<file path="src/design/abrc_pkg.sv">
// ----------------------------------------------------------------------------
// abrc_pkg
// Types, constants and helper functions shared by the selector record checker.
// ----------------------------------------------------------------------------
package abrc_pkg;

  // crc and record layout constants
  localparam logic [31:0] CRC_POLY     = 32'hedb88320;
  localparam logic [31:0] CRC_INIT     = 32'hffffffff;
  localparam logic [31:0] COMMIT_WORD  = 32'h53454c31;
  localparam logic [5:0]  CRC_SPAN     = 6'd28;
  localparam logic [7:0]  PAD_BYTE     = 8'hff;
  localparam logic [5:0]  COMMIT_START = 6'd48;
  localparam logic [5:0]  LAST_POS     = 6'd63;
  localparam logic [5:0]  GEN_END_POS  = 6'd15;
  localparam logic [5:0]  OFS_END_POS  = 6'd23;
  localparam logic [5:0]  SEQ_END_POS  = 6'd27;
  localparam logic [5:0]  CHK_START    = 6'd28;
  localparam logic [5:0]  CHKN_START   = 6'd32;
  localparam logic [5:0]  PAD_START    = 6'd36;
  localparam logic [5:0]  MAGIC_LEN    = 6'd8;

  // verdict codes
  typedef enum logic [1:0] {
    STATUS_OK      = 2'd0,
    STATUS_EMPTY   = 2'd1,
    STATUS_CORRUPT = 2'd2
  } status_t;

  // one record byte with its slot
  typedef struct packed {
    logic       slot;
    logic [7:0] record_byte;
  } item_t;

  // one verdict
  typedef struct packed {
    status_t     status;
    logic [31:0] generation;
    logic [31:0] end_offset;
    logic [31:0] sequence_res;
  } result_t;

  // reflected crc-32 update by one byte
  function automatic logic [31:0] crc_byte(input logic [31:0] crc, input logic [7:0] data);
    logic [31:0] c;
    c = crc ^ {24'd0, data};
    for (int b = 0; b < 8; b++) begin
      c = {1'b0, c[31:1]} ^ (c[0] ? CRC_POLY : 32'd0);
    end
    return c;
  endfunction

  // byte k of a word, most significant first
  function automatic logic [7:0] word_byte(input logic [31:0] w, input logic [1:0] k);
    logic [7:0] r;
    case (k)
      2'd0:    r = w[31:24];
      2'd1:    r = w[23:16];
      2'd2:    r = w[15:8];
      default: r = w[7:0];
    endcase
    return r;
  endfunction

  // magic header bytes 'N','B','G',1,0,0,0,0
  function automatic logic [7:0] magic_byte(input logic [2:0] idx);
    logic [7:0] r;
    case (idx)
      3'd0:    r = 8'h4e;
      3'd1:    r = 8'h42;
      3'd2:    r = 8'h47;
      3'd3:    r = 8'h01;
      default: r = 8'h00;
    endcase
    return r;
  endfunction

endpackage

</file>
<file path="src/design/ab_selector_record_checker_top.sv">
// Byte 63 is held in the input register and its verdict in the result register,
// which drives out_tvalid. One record byte is accepted per cycle while the
// verdict stream is not stalled; the crc byte update and field checks are combinational.
// Reset (synchronous, rst_n low) empties both registers, restarts the record at
// byte 0 and sets data_region_size to zero.
// ----------------------------------------------------------------------------
// ab_selector_record_checker_top
// Checks a 64-byte slot selector record streamed a byte at a time.
// ----------------------------------------------------------------------------
module ab_selector_record_checker_top
  import abrc_pkg::*;
(
  input  logic        clk,
  input  logic        rst_n,
  // configuration: data_region_size
  input  logic        cfg_valid,
  output logic        cfg_ready,
  input  logic [31:0] cfg_data,
  // record bytes
  input  logic        in_tvalid,
  output logic        in_tready,
  input  logic [7:0]  in_tdata,   // [7:0] record_byte
  input  logic [0:0]  in_tuser,   // [0] slot
  // verdicts
  output logic        out_tvalid,
  input  logic        out_tready,
  output logic [95:0] out_tdata,  // [31:0] generation, [63:32] end_offset, [95:64] sequence_res
  output logic [1:0]  out_tuser   // [1:0] status
);

  logic    item_valid;
  item_t   item;
  logic    take;
  logic    res_valid;
  logic    res_ready;
  result_t res;

  assign cfg_ready = 1'b1;

  // input register
  abrc_in_reg u_in_reg (
    .clk        (clk),
    .rst_n      (rst_n),
    .in_tvalid  (in_tvalid),
    .in_tready  (in_tready),
    .in_tdata   (in_tdata),
    .in_tuser   (in_tuser),
    .take       (take),
    .item_valid (item_valid),
    .item       (item)
  );

  // checks and record state
  abrc_core u_core (
    .clk        (clk),
    .rst_n      (rst_n),
    .cfg_valid  (cfg_valid),
    .cfg_data   (cfg_data),
    .item_valid (item_valid),
    .item       (item),
    .res_ready  (res_ready),
    .take       (take),
    .res_valid  (res_valid),
    .res        (res)
  );

  // result register
  abrc_out_reg u_out_reg (
    .clk        (clk),
    .rst_n      (rst_n),
    .res_valid  (res_valid),
    .res        (res),
    .res_ready  (res_ready),
    .out_tvalid (out_tvalid),
    .out_tready (out_tready),
    .out_tdata  (out_tdata),
    .out_tuser  (out_tuser)
  );

endmodule

</file>
<file path="src/design/abrc_in_reg.sv">
// ----------------------------------------------------------------------------
// abrc_in_reg
// Input register for record bytes; refills in the cycle it is drained.
// ----------------------------------------------------------------------------
module abrc_in_reg
  import abrc_pkg::*;
(
  input  logic       clk,
  input  logic       rst_n,
  input  logic       in_tvalid,
  output logic       in_tready,
  input  logic [7:0] in_tdata,
  input  logic [0:0] in_tuser,
  input  logic       take,
  output logic       item_valid,
  output item_t      item
);

  logic  valid_r;
  logic  valid_nxt;
  item_t item_r;

  assign in_tready  = !valid_r || take;
  assign item_valid = valid_r;
  assign item       = item_r;

  // occupancy
  always_comb begin
    valid_nxt = valid_r;
    if (in_tready) begin
      valid_nxt = in_tvalid;
    end
  end

  always_ff @(posedge clk) begin
    if (!rst_n) begin
      valid_r <= 1'b0;
    end else begin
      valid_r <= valid_nxt;
    end
  end

  // payload capture
  always_ff @(posedge clk) begin
    if (in_tvalid && in_tready) begin
      item_r.slot        <= in_tuser[0];
      item_r.record_byte <= in_tdata;
    end
  end

endmodule

</file>
<file path="src/design/abrc_core.sv">
// ----------------------------------------------------------------------------
// abrc_core
// Per-byte record checks, crc update and field capture; verdict on byte 63.
// ----------------------------------------------------------------------------
module abrc_core
  import abrc_pkg::*;
(
  input  logic        clk,
  input  logic        rst_n,
  input  logic        cfg_valid,
  input  logic [31:0] cfg_data,
  input  logic        item_valid,
  input  item_t       item,
  input  logic        res_ready,
  output logic        take,
  output logic        res_valid,
  output result_t     res
);

  logic [31:0] size_r;
  logic [5:0]  pos_r, pos_nxt;
  logic [31:0] crc_r, crc_nxt;
  logic [31:0] chk_r, chk_nxt;
  logic [55:0] shift_r;
  logic        gen_hi_nz_r, gen_hi_nz_nxt;
  logic [31:0] gen_lo_r, gen_lo_nxt;
  logic        end_hi_nz_r, end_hi_nz_nxt;
  logic [31:0] end_lo_r, end_lo_nxt;
  logic [31:0] seq_r, seq_nxt;
  logic        corrupt_r, corrupt_nxt;
  logic        empty_r, empty_nxt;
  logic [7:0]  byte_in;
  logic [63:0] shift_full;
  logic        is_last;
  logic        bad;

  assign byte_in    = item.record_byte;
  assign shift_full = {shift_r, byte_in};
  assign is_last    = (pos_r == LAST_POS);
  assign take       = item_valid && (!is_last || res_ready);
  assign res_valid  = item_valid && is_last;

  // configuration register
  always_ff @(posedge clk) begin
    if (!rst_n) begin
      size_r <= 32'd0;
    end else if (cfg_valid) begin
      size_r <= cfg_data;
    end
  end

  // per-byte checks and captures
  always_comb begin
    pos_nxt       = pos_r + 6'd1;
    crc_nxt       = crc_r;
    chk_nxt       = chk_r;
    gen_hi_nz_nxt = gen_hi_nz_r;
    gen_lo_nxt    = gen_lo_r;
    end_hi_nz_nxt = end_hi_nz_r;
    end_lo_nxt    = end_lo_r;
    seq_nxt       = seq_r;
    corrupt_nxt   = corrupt_r;
    empty_nxt     = empty_r;

    if (pos_r < CRC_SPAN) begin
      crc_nxt = crc_byte(crc_r, byte_in);
      if (pos_r == CRC_SPAN - 6'd1) begin
        chk_nxt = ~crc_nxt;
      end
    end

    if (pos_r < MAGIC_LEN) begin
      if (byte_in != magic_byte(pos_r[2:0])) begin
        corrupt_nxt = 1'b1;
      end
    end else if (pos_r == GEN_END_POS) begin
      gen_hi_nz_nxt = (shift_full[63:32] != 32'd0);
      gen_lo_nxt    = shift_full[31:0];
    end else if (pos_r == OFS_END_POS) begin
      end_hi_nz_nxt = (shift_full[63:32] != 32'd0);
      end_lo_nxt    = shift_full[31:0];
    end else if (pos_r == SEQ_END_POS) begin
      seq_nxt = shift_full[31:0];
    end else if (pos_r >= CHK_START && pos_r < CHKN_START) begin
      if (byte_in != word_byte(chk_r, pos_r[1:0])) begin
        corrupt_nxt = 1'b1;
      end
    end else if (pos_r >= CHKN_START && pos_r < PAD_START) begin
      if (byte_in != word_byte(~chk_r, pos_r[1:0])) begin
        corrupt_nxt = 1'b1;
      end
    end else if (pos_r >= COMMIT_START && pos_r < COMMIT_START + 6'd8) begin
      if (byte_in != PAD_BYTE) begin
        empty_nxt = 1'b0;
      end
      if (pos_r < COMMIT_START + 6'd4) begin
        if (byte_in != word_byte(COMMIT_WORD, pos_r[1:0])) begin
          corrupt_nxt = 1'b1;
        end
      end else begin
        if (byte_in != word_byte(~COMMIT_WORD, pos_r[1:0])) begin
          corrupt_nxt = 1'b1;
        end
      end
    end else if (pos_r >= PAD_START) begin
      if (byte_in != PAD_BYTE) begin
        corrupt_nxt = 1'b1;
      end
    end
  end

  // verdict for the last byte
  always_comb begin
    bad = corrupt_nxt || gen_hi_nz_r || (gen_lo_r == 32'd0) ||
          (gen_lo_r[0] != item.slot) || end_hi_nz_r || (end_lo_r > size_r) ||
          (seq_r == 32'd0);
    res.generation   = 32'd0;
    res.end_offset   = 32'd0;
    res.sequence_res = 32'd0;
    if (empty_nxt) begin
      res.status = STATUS_EMPTY;
    end else if (bad) begin
      res.status = STATUS_CORRUPT;
    end else begin
      res.status       = STATUS_OK;
      res.generation   = gen_lo_r;
      res.end_offset   = end_lo_r;
      res.sequence_res = seq_r;
    end
  end

  // record control state, cleared at reset and after each record
  always_ff @(posedge clk) begin
    if (!rst_n) begin
      pos_r     <= 6'd0;
      crc_r     <= CRC_INIT;
      corrupt_r <= 1'b0;
      empty_r   <= 1'b1;
    end else if (take) begin
      if (is_last) begin
        pos_r     <= 6'd0;
        crc_r     <= CRC_INIT;
        corrupt_r <= 1'b0;
        empty_r   <= 1'b1;
      end else begin
        pos_r     <= pos_nxt;
        crc_r     <= crc_nxt;
        corrupt_r <= corrupt_nxt;
        empty_r   <= empty_nxt;
      end
    end
  end

  // captured fields, always written before they are read
  always_ff @(posedge clk) begin
    if (take) begin
      shift_r     <= shift_full[55:0];
      chk_r       <= chk_nxt;
      gen_hi_nz_r <= gen_hi_nz_nxt;
      gen_lo_r    <= gen_lo_nxt;
      end_hi_nz_r <= end_hi_nz_nxt;
      end_lo_r    <= end_lo_nxt;
      seq_r       <= seq_nxt;
    end
  end

endmodule

</file>
<file path="src/design/abrc_out_reg.sv">
// ----------------------------------------------------------------------------
// abrc_out_reg
// Result register driving the verdict stream.
// ----------------------------------------------------------------------------
module abrc_out_reg
  import abrc_pkg::*;
(
  input  logic        clk,
  input  logic        rst_n,
  input  logic        res_valid,
  input  result_t     res,
  output logic        res_ready,
  output logic        out_tvalid,
  input  logic        out_tready,
  output logic [95:0] out_tdata,
  output logic [1:0]  out_tuser
);

  logic    valid_r;
  logic    valid_nxt;
  result_t res_r;
  logic    load;

  assign res_ready  = !valid_r || out_tready;
  assign load       = res_valid && res_ready;
  assign out_tvalid = valid_r;
  assign out_tdata  = {res_r.sequence_res, res_r.end_offset, res_r.generation};
  assign out_tuser  = res_r.status;

  // occupancy
  always_comb begin
    valid_nxt = valid_r;
    if (load) begin
      valid_nxt = 1'b1;
    end else if (out_tready) begin
      valid_nxt = 1'b0;
    end
  end

  always_ff @(posedge clk) begin
    if (!rst_n) begin
      valid_r <= 1'b0;
    end else begin
      valid_r <= valid_nxt;
    end
  end

  // payload
  always_ff @(posedge clk) begin
    if (load) begin
      res_r <= res;
    end
  end

endmodule

</file>
<file path="config.mk">
export PLATFORM = sky130hd
export DESIGN_NAME = ab_selector_record_checker_top
export DESIGN_NICKNAME = d
export VERILOG_FILES = /design/src/design/abrc_pkg.sv /design/src/design/ab_selector_record_checker_top.sv /design/src/design/abrc_in_reg.sv /design/src/design/abrc_core.sv /design/src/design/abrc_out_reg.sv
export SDC_FILE = /design/constraint.sdc
export NUM_CORES = 1
export LEC_CHECK = 0
export ABC_CLOCK_PERIOD_IN_PS = 16200
export BUFFER_PORTS_ARGS = -buffer_cell sky130_fd_sc_hd__buf_2
export CAP_MARGIN = 20
export CORE_MARGIN = 2
export CORE_UTILIZATION = 55
export DETAILED_ROUTE_END_ITERATION = 10
export GPL_TIMING_DRIVEN = 0
export HOLD_SLACK_MARGIN = 0.06
export PLACE_DENSITY_LB_ADDON = 0.08
export SKIP_CTS_REPAIR_TIMING = 1
export SLEW_MARGIN = 20
export SYNTH_ARGS = -nofsm -noshare
export SYNTH_HDL_FRONTEND = slang
export SYNTH_HIERARCHICAL = 1
export SYNTH_SLANG_ARGS = --single-unit
</file>
<file path="constraint.sdc">
create_clock -name clk -period 16.2 [get_ports clk]
set_input_delay 0.81 -clock clk [delete_from_list [all_inputs] [get_ports clk]]
set_output_delay 0.81 -clock clk [all_outputs]
set_load 0.02 [all_outputs]
</file>
# --- Word level (Yosys, flattened, before mapping) ---
# Cells that the tools add are included.
# W data, S select, Z words.
totals:
  wordCells: 166
  regBits: 367
  ramBits: 0
  memories: 0
  mem_bits_ro: 0
  output_inout_bits: 101
  latch_bits: 0
classes:
  n_addsub: 1
  shifts: 0
  mul: 0
  n_reduce_logical: 32
  n_bitwise: 14
  div: 0
  eq_ne: 16
  muxes: 72
  n_lt_le_gt_ge: 11
ops:
  columns: ["op", "n"]
  rows:
  - ["$mux W32", 10]
  - ["$xor A31 B32 Y32", 8]
  - ["$mux W8", 28]
  - ["$logic_not A32 Y1", 2]
  - ["$not A32 Y32", 2]
  - ["$pmux W8 S3", 2]
  - ["$pmux W7 S3", 2]
  - ["$ne A8 B8 Y1", 5]
  - ["$gt A32 B32 Y1", 1]
  - ["$reduce_bool A32 Y1", 1]
  - ["$xor A32 B8 Y32", 1]
  - ["$pmux W7 S4", 1]
  - ["$mux W1", 27]
  - ["$lt A6 B6 Y1 const B", 4]
  - ["$ge A6 B6 Y1 const B", 3]
  - ["$eq A6 B5 Y1 const B", 2]
  - ["$logic_or A1 B1 Y1", 9]
  - ["$ne A8 B8 Y1 const B", 1]
  - ["$logic_and A1 B1 Y1", 7]
  - ["$add A6 B1 Y6 const B", 1]
  - ["$eq A3 B2 Y1 const B", 2]
  - ["$eq A6 B4 Y1 const B", 1]
  - ["$eq A6 B6 Y1 const B", 1]
  - ["$ge A6 B5 Y1 const B", 1]
  - ["18 further kinds", 24]

# --- Longest topological paths before layout ---
# Gate-level depths: netlist of run 1.
depth:
  word_depth: 27
  depth_mapped: 13
  depth_no_buf: 9

# --- By module ---
# The synthesis of run 1 kept the hierarchy.
modules_own_cells:
  columns: ["mod", "cells_each", "instances", "area_each_um2"]
  rows:
  - ["abrc_core", 1106, 1, 12298.0]
  - ["abrc_out_reg", 103, 1, 3000.4]
  - ["abrc_in_reg", 14, 1, 327.8]
  - ["ab_selector_record_checker_top", 2, 1, 11.3]

# --- Least setup slack after synthesis of run 1 ---
# OpenSTA, ideal clock, no wires.
synth_timing:
  path_kind: "reg-to-reg"
  from: "register u_core.pos_r[1]"
  to: "register u_core.gen_hi_nz_r (enable)"
  required_time_ns: 15.682
  path_stages_with_launch: 6
  t_arrival_ns: 4.655
  synth_period_minus_slack_ns: 5.173
  slack_ns: 11.027
  setup_time_ns: 0.518
  path_cell_list: "dfxtp_1 > ha_1 > buf_2 > buf_2 > nand3_1 > nor4b_1"
synth_via:
  elab_chain_len: 5
synth_lines:
  columns: ["item", "line_no", "text"]
  rows:
  - ["from (decl)", "abrc_core.sv:21", "logic [5:0] pos_r, pos_nxt;"]
  - ["from (signal assigned)", "abrc_core.sv:146", "pos_r <= pos_nxt;"]
  - ["branches (longest 4 deep; another with $lt A6 B4 Y1)", null, null]
  - ["$reduce_and A3 Y1 (no source line) (*)", null, null]
  - ["to (signal assigned)", "abrc_core.sv:159", "gen_hi_nz_r <= gen_hi_nz_nxt;"]
  - ["to (decl)", "abrc_core.sv:25", "logic gen_hi_nz_r, gen_hi_nz_nxt;"]
# Every way passes the cells marked *.
# A chain may end at the register's enable or synchronous reset.

# --- Final worst setup path of run 1 ---
layout_timing:
  from: "register u_core.pos_r[1]"
  to: "output in_tready"
layout_via:
  elab_chain_len: 5
layout_lines:
  columns: ["item", "line_no", "text"]
  rows:
  - ["$eq A6 B6 Y1", "abrc_core.sv:39", "assign is_last = (pos_r == LAST_POS);"]
  - ["$logic_not A1 Y1", "abrc_core.sv:40", "assign take = item_valid && (!is_last || res_ready);"]
  - ["$logic_or A1 B1 Y1", "abrc_core.sv:40", null]
  - ["$logic_and A1 B1 Y1", "abrc_core.sv:40", null]
  - ["net take", "ab_selector_record_checker_top.sv:33", "logic take;"]
  - ["$logic_or A1 B1 Y1", "abrc_in_reg.sv:23", "assign in_tready = !valid_r || take;"]
  - ["to (decl)", "ab_selector_record_checker_top.sv:21", "output logic in_tready,"]
# The timed path passes the listed nets, and every way through them passes these cells.

==> metrics, run 1 <==
# setup viols final=0; row count=61; TritonRoute pass-1 iters=6; Max Cap Viol=0; Synth Area in Simple Gates=14.7%; Worst R2R Setup Slack=12.27 ns; Arr. time, crit path=3.78 ns; drt initial violations=904; Peak Freq=218 MHz; critical path class=reg2out; most common cell after layout, fill and taps aside=edfxtp_1; die area=29,800 sq um; RePlAce Congestion=0.923; final slew viol count=0; #FFs+latches synth=367; die height=173 um; die width=173 um; RR Startpoint=u_core/size_r[31]$_SDFFE_PN0P_; P per Cell Area=130 nW/um^2; Worst Path Required=15.39 ns; Reg-to-Reg End=u_out_reg/out_tdata[13]$_DFFE_PP_; TNS Setup=0 ns; ys flop type=edfxtp_1; Core Box Area=27,900 sq um; grt met3 use=3.56%; grt met2 use=42.2%; layout cells sized above 1=18.8%; reg2reg path depth=11; Clock Skew=0.0130 ns; clk_lat worst skew=0.52 ns; min Tclk post-route=4.59 ns; Layout Utilization=65.6%; clk slew on worst S/H paths=0.06 ns; DRC Markers=0; critical path endpoint category=primary output; layer with the highest usage=met2; Hold WC Path Type=reg2reg; # clock sinks=367; Layout Nets=1,511; Compound-Gate Fraction of Synth Area=5.04%; Root Buffer=clkbuf_16; most frequent cells in the layout=edfxtp_1 (293), nand2_1 (184), buf_2 (163); TritonCTS clock tree=yes; min-delay src=u_core/shift_r[31]$_DFFE_PP_; period utilisation layout=28.4%; H-tree depth=2; per-cell routed wire length=19.5 um; post-route ant nets=0; Initial Util=56.1%; count of distinct cell types in the synthesized netlist=56; via/cell ratio=5.52; Post-Syn Nets=1,310; total wire length=35.8 mm; Synth Warn #=6; TritonCTS Buffers=39; leakage=6.64 nW; total track usage=24.2%; maximum VDD drop=0.105 mV; clock buffer depth=3; Slew @ Worst Pin=0.955 ns; post-synthesis sequential area ratio=65.7%; startpoint types=flop; CP max FO=33; outcome=finished clean; Synth Area in Adders=3.12%; Layout area overhead=16.8%; synthesized cell area=15,600 sq um; Mapped Cells=1,225; Hold Path End=u_core/shift_r[39]$_DFFE_PP_; hpwl dp=26.6 mm; number of global-route vias before repair=9,931; largest net degree at the start of global routing=62; first-pass GRT wire length=55.6 mm; GR Util met1=31.5%; mux cell area share after synthesis=2.62%; Port Buffers=144; Top-Level Pins=147; largest family of logic cells by synthesized area=simple AND/OR/NAND/NOR gates; Avg Cell Area, Syn=12.8 sq um; unrepaired setup endpoints after global routing=false; Post-synth EDFFs=293; final hold viol count=0; GRT Residual Overflow=0; routed vias=10.1k; Synth Area in XOR/XNOR=5.34%; worst rel slew slack=35.9%; hold path depth=0; initial antenna violation count=0; asr flop ratio synth=0%
synthesized netlist by cell type (33+ instances only):
library cell  instances  area (sq um)
xor2_1               33           289
nor3_1               87           435
edfxtp_1            293          8800
ha_1                 39           488
o31ai_1              33           248
inv_1                51           191
dfxtp_1              74          1480
clkbuf_1             50           188
xnor2_1              55           482
nor2b_1              58           363
mux2i_1              41           410
nand2_1             184           691
per-layer routing:
layer / share of wire [%] / up-vias / routed length, um
met5: 0 / - / 0
met4: 2.4 / 0 / 871
met3: 6.2 / 55 / 2210
met2: 50 / 352 / 18000
met1: 41 / 4886 / 14700
li1: - / 4826 / -
worst max-delay path by stage:
| stage | startpoint | end | slack, ns | cells past startpoint |
|---|---|---|---|---|
| floorplan | u_core/pos_r[1]$_SDFFE_PN0P_ | u_core/gen_hi_nz_r$_DFFE_PP_ | 11.03 | 5 |
| global placement | u_core/pos_r[1]$_SDFFE_PN0P_ | u_core/gen_lo_r[25]$_DFFE_PP_ | 9.37 | 5 |
| detailed placement | u_core/pos_r[1]$_SDFFE_PN0P_ | in_tready | 12.21 | 9 |
| CTS | u_core/pos_r[1]$_SDFFE_PN0P_ | in_tready | 11.66 | 9 |
| global route | u_core/pos_r[1]$_SDFFE_PN0P_ | in_tready | 11.33 | 9 |
| finish | u_core/pos_r[1]$_SDFFE_PN0P_ | in_tready | 11.61 | 9 |
area by class of cell:
| cell class | count | area (sq um) |
|---|---|---|
| Clock buffer | 56 | 1130 |
| Inverter | 51 | 191 |
| Timing Repair Buffer | 160 | 881 |
| Clock inverter | 13 | 113 |
| Buffer | 77 | 339 |
| Fill cell | 2134 | 9590 |
| Multi-Input combinational cell | 730 | 4850 |
| Antenna cell | 1 | 2.50 |
| Sequential cell | 367 | 10300 |
| Tap cell | 378 | 473 |
cell families after synthesis:
family / Yosys count
AOI/OAI and AO/OA: 109
and+or+nand+nor: 448
DFF: 367
muxes: 41
adders and majority gates: 39
buffers and inverters: 128
other: 1
xor gates and xnor gates: 92
power breakdown:
group / switching [mW] / total (mW) / leakage [nW] / internal [mW]
clock network: 0.342 / 0.859 / 0.600 / 0.517
logic: 0.233 / 0.391 / 2.50 / 0.157
registers: 0.0330 / 1.12 / 3.53 / 1.09
stage by stage:
step	hold WS (ns)	area, sq um	cells	setup slack (ns)	power (mW)
6_report	0.449	18300	1833	11.61	2.37
5_1_grt	0.438	18300	1832	11.33	2.47
4_1_cts	0.450	18300	1832	11.66	2.38
3_5_place_dp	0.436	17000	1763	12.21	1.53
3_3_place_gp	0.432	16800	1747	9.37	1.52
2_1_floorplan	0.427	15600	1225	11.03	1.42
critical path: stages (launching register included):
cell      delay (ns)
dfxtp_1         0.48
ha_1            0.20
buf_2           0.23
buf_2           0.34
nand3_1         0.24
or2_2           0.39
o21ai_1         0.47
inv_2           0.47
nand2b_4        0.28
buf_2           0.16
registers in the layout (all words and copies together), names as in the netlist:
register and count:
u_out_reg/out_tdata 96, u_core/shift_r 56, u_core/chk_r 32, u_core/crc_r 32, u_core/end_lo_r 32, u_core/gen_lo_r 32
u_core/seq_r 32, u_core/size_r 32, u_in_reg/item 9, u_core/pos_r 6, u_out_reg/out_tuser 2, u_core/corrupt_r 1
u_core/empty_r 1, u_core/end_hi_nz_r 1, u_core/gen_hi_nz_r 1, u_in_reg/item_valid 1, u_out_reg/out_tvalid 1
Note: power is estimated with default switching activity, not from simulation.
==> run 2, diff against run 1 <==
ABC_AREA = 1   (was not set)
ABC_CLOCK_PERIOD_IN_PS = 4400   (was 16200)
clock period = 4.4 ns   (was 16.2 ns; I/O delays follow)
==> metrics, run 2 <==
Hold WC Path Type=in2reg; Post-Place Cell Area=16,900 sq um; Worst Path Required=4.63 ns; outcome=finished clean; clk_lat worst skew=0.54 ns; Clock Skew=0.0213 ns; Top-Level Pins=147; final slew viol count=0; worst rel slew slack=32.8%; critical path endpoint category=flop; Yosys top cell by area=edfxtp_1; #FFs+latches synth=367; count of distinct cell types in the synthesized netlist=38; die width=172 um; P per Cell Area=503 nW/um^2; CP max FO=62; post-synthesis sequential area ratio=66.4%; Post-synth EDFFs=293; Synth Warn #=6; TritonCTS Buffers=38; Avg Cell Area, Syn=11.2 sq um; row count=61; asr flop ratio synth=0%; via/cell ratio=5.15; period utilisation layout=85.5%; Post-Syn Nets=1,468; number of global-route vias before repair=9,764; final std cells w/o fill=2,023; Root Buffer=clkbuf_16; Arr. time, crit path=3.99 ns; DRC Markers=0; Port Buffers=145; per-cell routed wire length=17.6 um; die height=172 um; synthesized cell area=15,500 sq um; final hold viol count=0; Peak Freq=266 MHz; min Tclk post-route=3.76 ns; routed vias=10.4k; H-tree depth=2; critical path class=reg2reg; GRT Residual Overflow=0; drt initial violations=750; crit-path leading delay family=simple AND/OR/NAND/NOR gates; most frequent cells in the layout=nand2_1 (318), edfxtp_1 (293), buf_2 (165); post-synth top area share=56.8%; # setup viols final=0; Slew @ Worst Pin=1.00 ns; die area=29,500 sq um; ys flop type=edfxtp_1; most common cell type on the critical path=nor2_1; Initial Util=55.8%; TritonRoute pass-1 iters=5; hpwl dp=26.0 mm; initial antenna violation count=0; most common cell after layout, fill and taps aside=nand2_1; # clock sinks=367; maximum VDD drop=0.557 mV; layout cells sized above 1=17.1%; largest cells by area after synthesis=edfxtp_1 (57%), dfxtp_1 (9.6%), nand2_1 (7.7%); largest net degree at the start of global routing=63; n_diodes=0; Crit path largest cell delay=0.59 ns; number of flip-flops under the largest register name=96; TritonCTS clock tree=yes; total track usage=24.0%; Layout area overhead=19.9%; startpoint types=flop; clk slew on worst S/H paths=0.06 ns; CP max-delay cell=inv_4; # fillers=2,182; Max Cap Viol=0; unrepaired setup endpoints after global routing=false; total wire length=35.6 mm; dpl cells=1,914; most frequent cell after synthesis=nand2_1; RePlAce Congestion=0.956; Mapped Cells=1,383; Layout Nets=1,701; Finished Cell Area=18,600 sq um; ranking of synthesized cells by instance count=nand2_1 (318), edfxtp_1 (293), nor2_1 (129); sequence of cells on the critical path=ha_1 -> buf_2 -> inv_2 -> nor2_1 -> nand2_1 -> inv_1 -> nor2_1 -> nor2_2 -> inv_4 -> nand4_1 -> nor2_4 -> buf_16; clock buffer depth=3; first-pass GRT wire length=53.0 mm; post-route ant nets=0; Buf/Inv on CP=5; Core Box Area=27,800 sq um; leakage=7.41 nW
run 2: layer usage:
layer	GRT usage (%)	share of wire [%]	vias up
met5	0	0	-
met4	8.37	3.0	0
met3	3.24	4.7	64
met2	41.7	50	287
met1	31.0	42	4924
li1	-	-	5151
run 2: path summary, 6_finish.rpt:
| path | from | endpoint | slack (ns) | cells past startpoint |
|---|---|---|---|---|
| hold / removal | cfg_data[27] | u_core/size_r[27]$_SDFFE_PN0P_ | 0.005 | 3 |
| setup / recovery | u_core/pos_r[0]$_SDFFE_PN0P_ | u_core/gen_lo_r[16]$_DFFE_PP_ | 0.64 | 12 |
| setup reg to reg | u_core/pos_r[0]$_SDFFE_PN0P_ | u_core/gen_lo_r[16]$_DFFE_PP_ | 0.64 | 12 |
| hold reg to reg | u_core/shift_r[46]$_DFFE_PP_ | u_core/shift_r[54]$_DFFE_PP_ | 0.45 | 0 |
run 2: area by class of cell:
type                    count  area (sq um)  area share [%]
multi-input cells         843          4550            24.5
clock buffers              47          1030            5.53
well taps                 378           473            2.55
clock inverters            22           199            1.07
repair buffers            193          1330            7.17
flip-flops and latches    367         10300            55.4
inverters                 120           453            2.44
plain buffers              53           262            1.41
run 2: logic make-up after synthesis:
logic type               share of synthesized area, %
buffers and inverters                            4.60
adder cells (fa/ha/maj)                          3.15
XOR/XNOR                                         5.38
AO/OA/AOI/OAI                                    5.61
other                                          0.0242
AND/OR/NAND/NOR                                  14.9
flip-flops                                       66.4
run 2: through the flow:
| stage | setup TNS (ns) | worst slack (ns) | util [%] | total power, mW | hold WS, ns |
|---|---|---|---|---|---|
| after floorplan | 0 | 0.112 | - | 5.74 | 0.319 |
| after global placement | -169.96 | -1.34 | 60.1 | 6.23 | 0.398 |
| after detailed placement | 0 | 0.600 | 61.0 | 6.26 | 0.400 |
| after CTS | 0 | 0.578 | 65.4 | 9.37 | -0.140 |
| after global routing | 0 | 0.363 | 66.8 | 9.75 | 0.0619 |
| final | 0 | 0.638 | 66.8 | 9.35 | 0.00545 |
run 2: where the power goes:
part / switching [mW] / internal (mW)
sequential: 0.151 / 4.10
clock: 1.28 / 1.84
combinational: 1.21 / 0.764
total: 2.64 / 6.70
run 2: worst register-to-register path, delay by kind of cell (launching register included):
kind / cells / cell delay [ns]
buf+inv: 5 / 1.25
flops: 1 / 0.41
fa+ha+maj: 1 / 0.24
simple gates: 6 / 1.58
==> run 3, diff against run 2 <==
ABC_CLOCK_PERIOD_IN_PS = 3400   (was 4400)
CORE_UTILIZATION = 53   (was 55)
clock period = 3.4 ns   (was 4.4 ns; I/O delays follow)
==> metrics, run 3 (synthesized netlist as in run 2, its figures left out) <==
H-tree depth=2; Worst R2R Setup Slack=0.15 ns; CP max FO=17; startpoint types=flop; min-delay src=cfg_valid; most common cell after layout, fill and taps aside=nand2_1; post-route ant nets=0; critical path endpoint category=flop; Combinational Power Share=20.8%; Clock Skew=0.0227 ns; min Tclk post-route=3.25 ns; # fillers=2,208; TritonRoute pass-1 iters=5; period utilisation layout=95.5%; Pint=8.88 mW; Crit path largest cell delay=0.39 ns; worst rel slew slack=38.3%; Hold WC Path Type=in2reg; RePlAce Congestion=0.971; final hold viol count=0; Peak Freq=308 MHz; GRT Residual Overflow=0; # setup viols final=0; Port Buffers=145; Slew @ Worst Pin=0.919 ns; number of global-route vias before repair=9,921; initial antenna violation count=0; FF+latch area=10,300 sq um; Max Cap Viol=0; total track usage=23.3%; P per Cell Area=653 nW/um^2; Arr. time, crit path=3.47 ns; leakage=7.49 nW; die area=30,600 sq um; critical path class=reg2reg; hpwl dp=25.9 mm; CP max-delay cell=nand4_1; die height=175 um; DRC Markers=0; RR Startpoint=u_core/pos_r[0]$_SDFFE_PN0P_; drt initial violations=911; sequence of cells on the critical path=ha_1 -> buf_2 -> inv_2 -> nor2_1 -> nand2_1 -> inv_1 -> nor2_1 -> nor2_4 -> clkinvlp_4 -> buf_4 -> nand4_1 -> nor2_4 -> buf_12; clk_lat worst skew=0.53 ns; unrepaired setup endpoints after global routing=true; total wire length=36.2 mm; Layout Utilization=65.3%; most frequent cells in the layout=nand2_1 (318), edfxtp_1 (293), buf_2 (165); die width=175 um; maximum VDD drop=0.714 mV; sw frac=27.6%; CP endpoint=u_core/gen_lo_r[5]$_DFFE_PP_; TritonCTS Buffers=38; CP Launch Point=u_core/pos_r[0]$_SDFFE_PN0P_; largest net degree at the start of global routing=34; number of flip-flops under the largest register name=96; first-pass GRT wire length=54.1 mm; Overall Power=12.3 mW; via/cell ratio=5.15; Layout Nets=1,715; Reg-to-Reg End=u_core/gen_lo_r[5]$_DFFE_PP_; final slew viol count=0; per-cell routed wire length=17.7 um; routed vias=10.5k; Root Buffer=clkbuf_16; clock buffer depth=3; layout cells sized above 1=17.7%; Reg power frac=44.9%; clk slew on worst S/H paths=0.06 ns; outcome=finished clean; Multi-input gate area=4570 sq um; switching power total=3.39 mW; n_diodes=0; Buf/Inv on CP=6; Top-Level Pins=147; row count=62; # clock sinks=367; Core Box Area=28,800 sq um; cell depth of the worst setup path=13; reg2reg path depth=13; TritonCTS clock tree=yes; Worst Path Required=3.63 ns; Layout area overhead=21.2%; Initial Util=53.8%; clock power share=34.3%; crit-path leading delay family=simple AND/OR/NAND/NOR gates
run 3: power groups by stage:
stage	Clock (mW)	Combinational (mW)	Sequential [mW]
finish	4.20	2.55	5.51
global route	4.46	2.86	5.53
CTS	4.29	2.50	5.51
detailed placement	0	2.49	5.60
global placement	0	2.46	5.59
floorplan	0	1.90	5.53
run 3: worst min path at each step:
stage / depth (start not counted) / slack (ns) / end
after floorplan: 0 / 0.27 / u_in_reg/item[0]$_DFFE_PP_
after global placement: 1 / 0.35 / u_in_reg/item[7]$_DFFE_PP_
after detailed placement: 1 / 0.35 / u_in_reg/item[2]$_DFFE_PP_
after CTS: 1 / -0.20 / u_in_reg/item[1]$_DFFE_PP_
after global routing: 3 / 0.13 / u_out_reg/out_tdata[40]$_DFFE_PP_
final: 4 / 0.12 / u_core/size_r[1]$_SDFFE_PN0P_
run 3: metrics by stage:
| stage | TNS, ns | instances | cell area, sq um | hold WS, ns | worst slack, ns |
|---|---|---|---|---|---|
| final | 0 | 2040 | 18800 | 0.118 | 0.152 |
| after floorplan | 0 | 1383 | 15500 | 0.269 | 0.159 |
| after global placement | -214.45 | 1912 | 16700 | 0.349 | -0.930 |
| after detailed placement | -25.65 | 1920 | 16900 | 0.348 | -0.492 |
| after CTS | -27.94 | 1986 | 18200 | -0.198 | -0.764 |
| after global routing | -0.0667 | 2040 | 18800 | 0.132 | -0.0629 |
run 3: per-layer routing:
metal	vias up	GRT usage [%]	part of all wire (%)
li1	5182	-	-
met1	4880	29.0	39
met2	371	40.8	51
met3	65	2.98	6.6
met4	0	10.4	3.4
met5	-	0	0
run 3: area by class of cell:
class / count / area share, %
flip-flops and latches: 367 / 54.7
multi-input cells: 844 / 24.4
repair buffers: 205 / 7.73
clock buffers: 44 / 5.30
well taps: 384 / 2.56
inverters: 120 / 2.42
clock inverters: 22 / 1.48
plain buffers: 53 / 1.40
repair inverters: 1 / 0.0266
run 3: worst reg2reg max path, cell delays in order (launching register included):
cell        delay, ns
dfxtp_1          0.38
ha_1             0.22
buf_2            0.19
inv_2            0.15
nor2_1           0.08
nand2_1          0.24
inv_1            0.17
nor2_1           0.31
nor2_4           0.12
clkinvlp_4       0.12
buf_4            0.11
nand4_1          0.39
nor2_4           0.27
buf_12           0.18
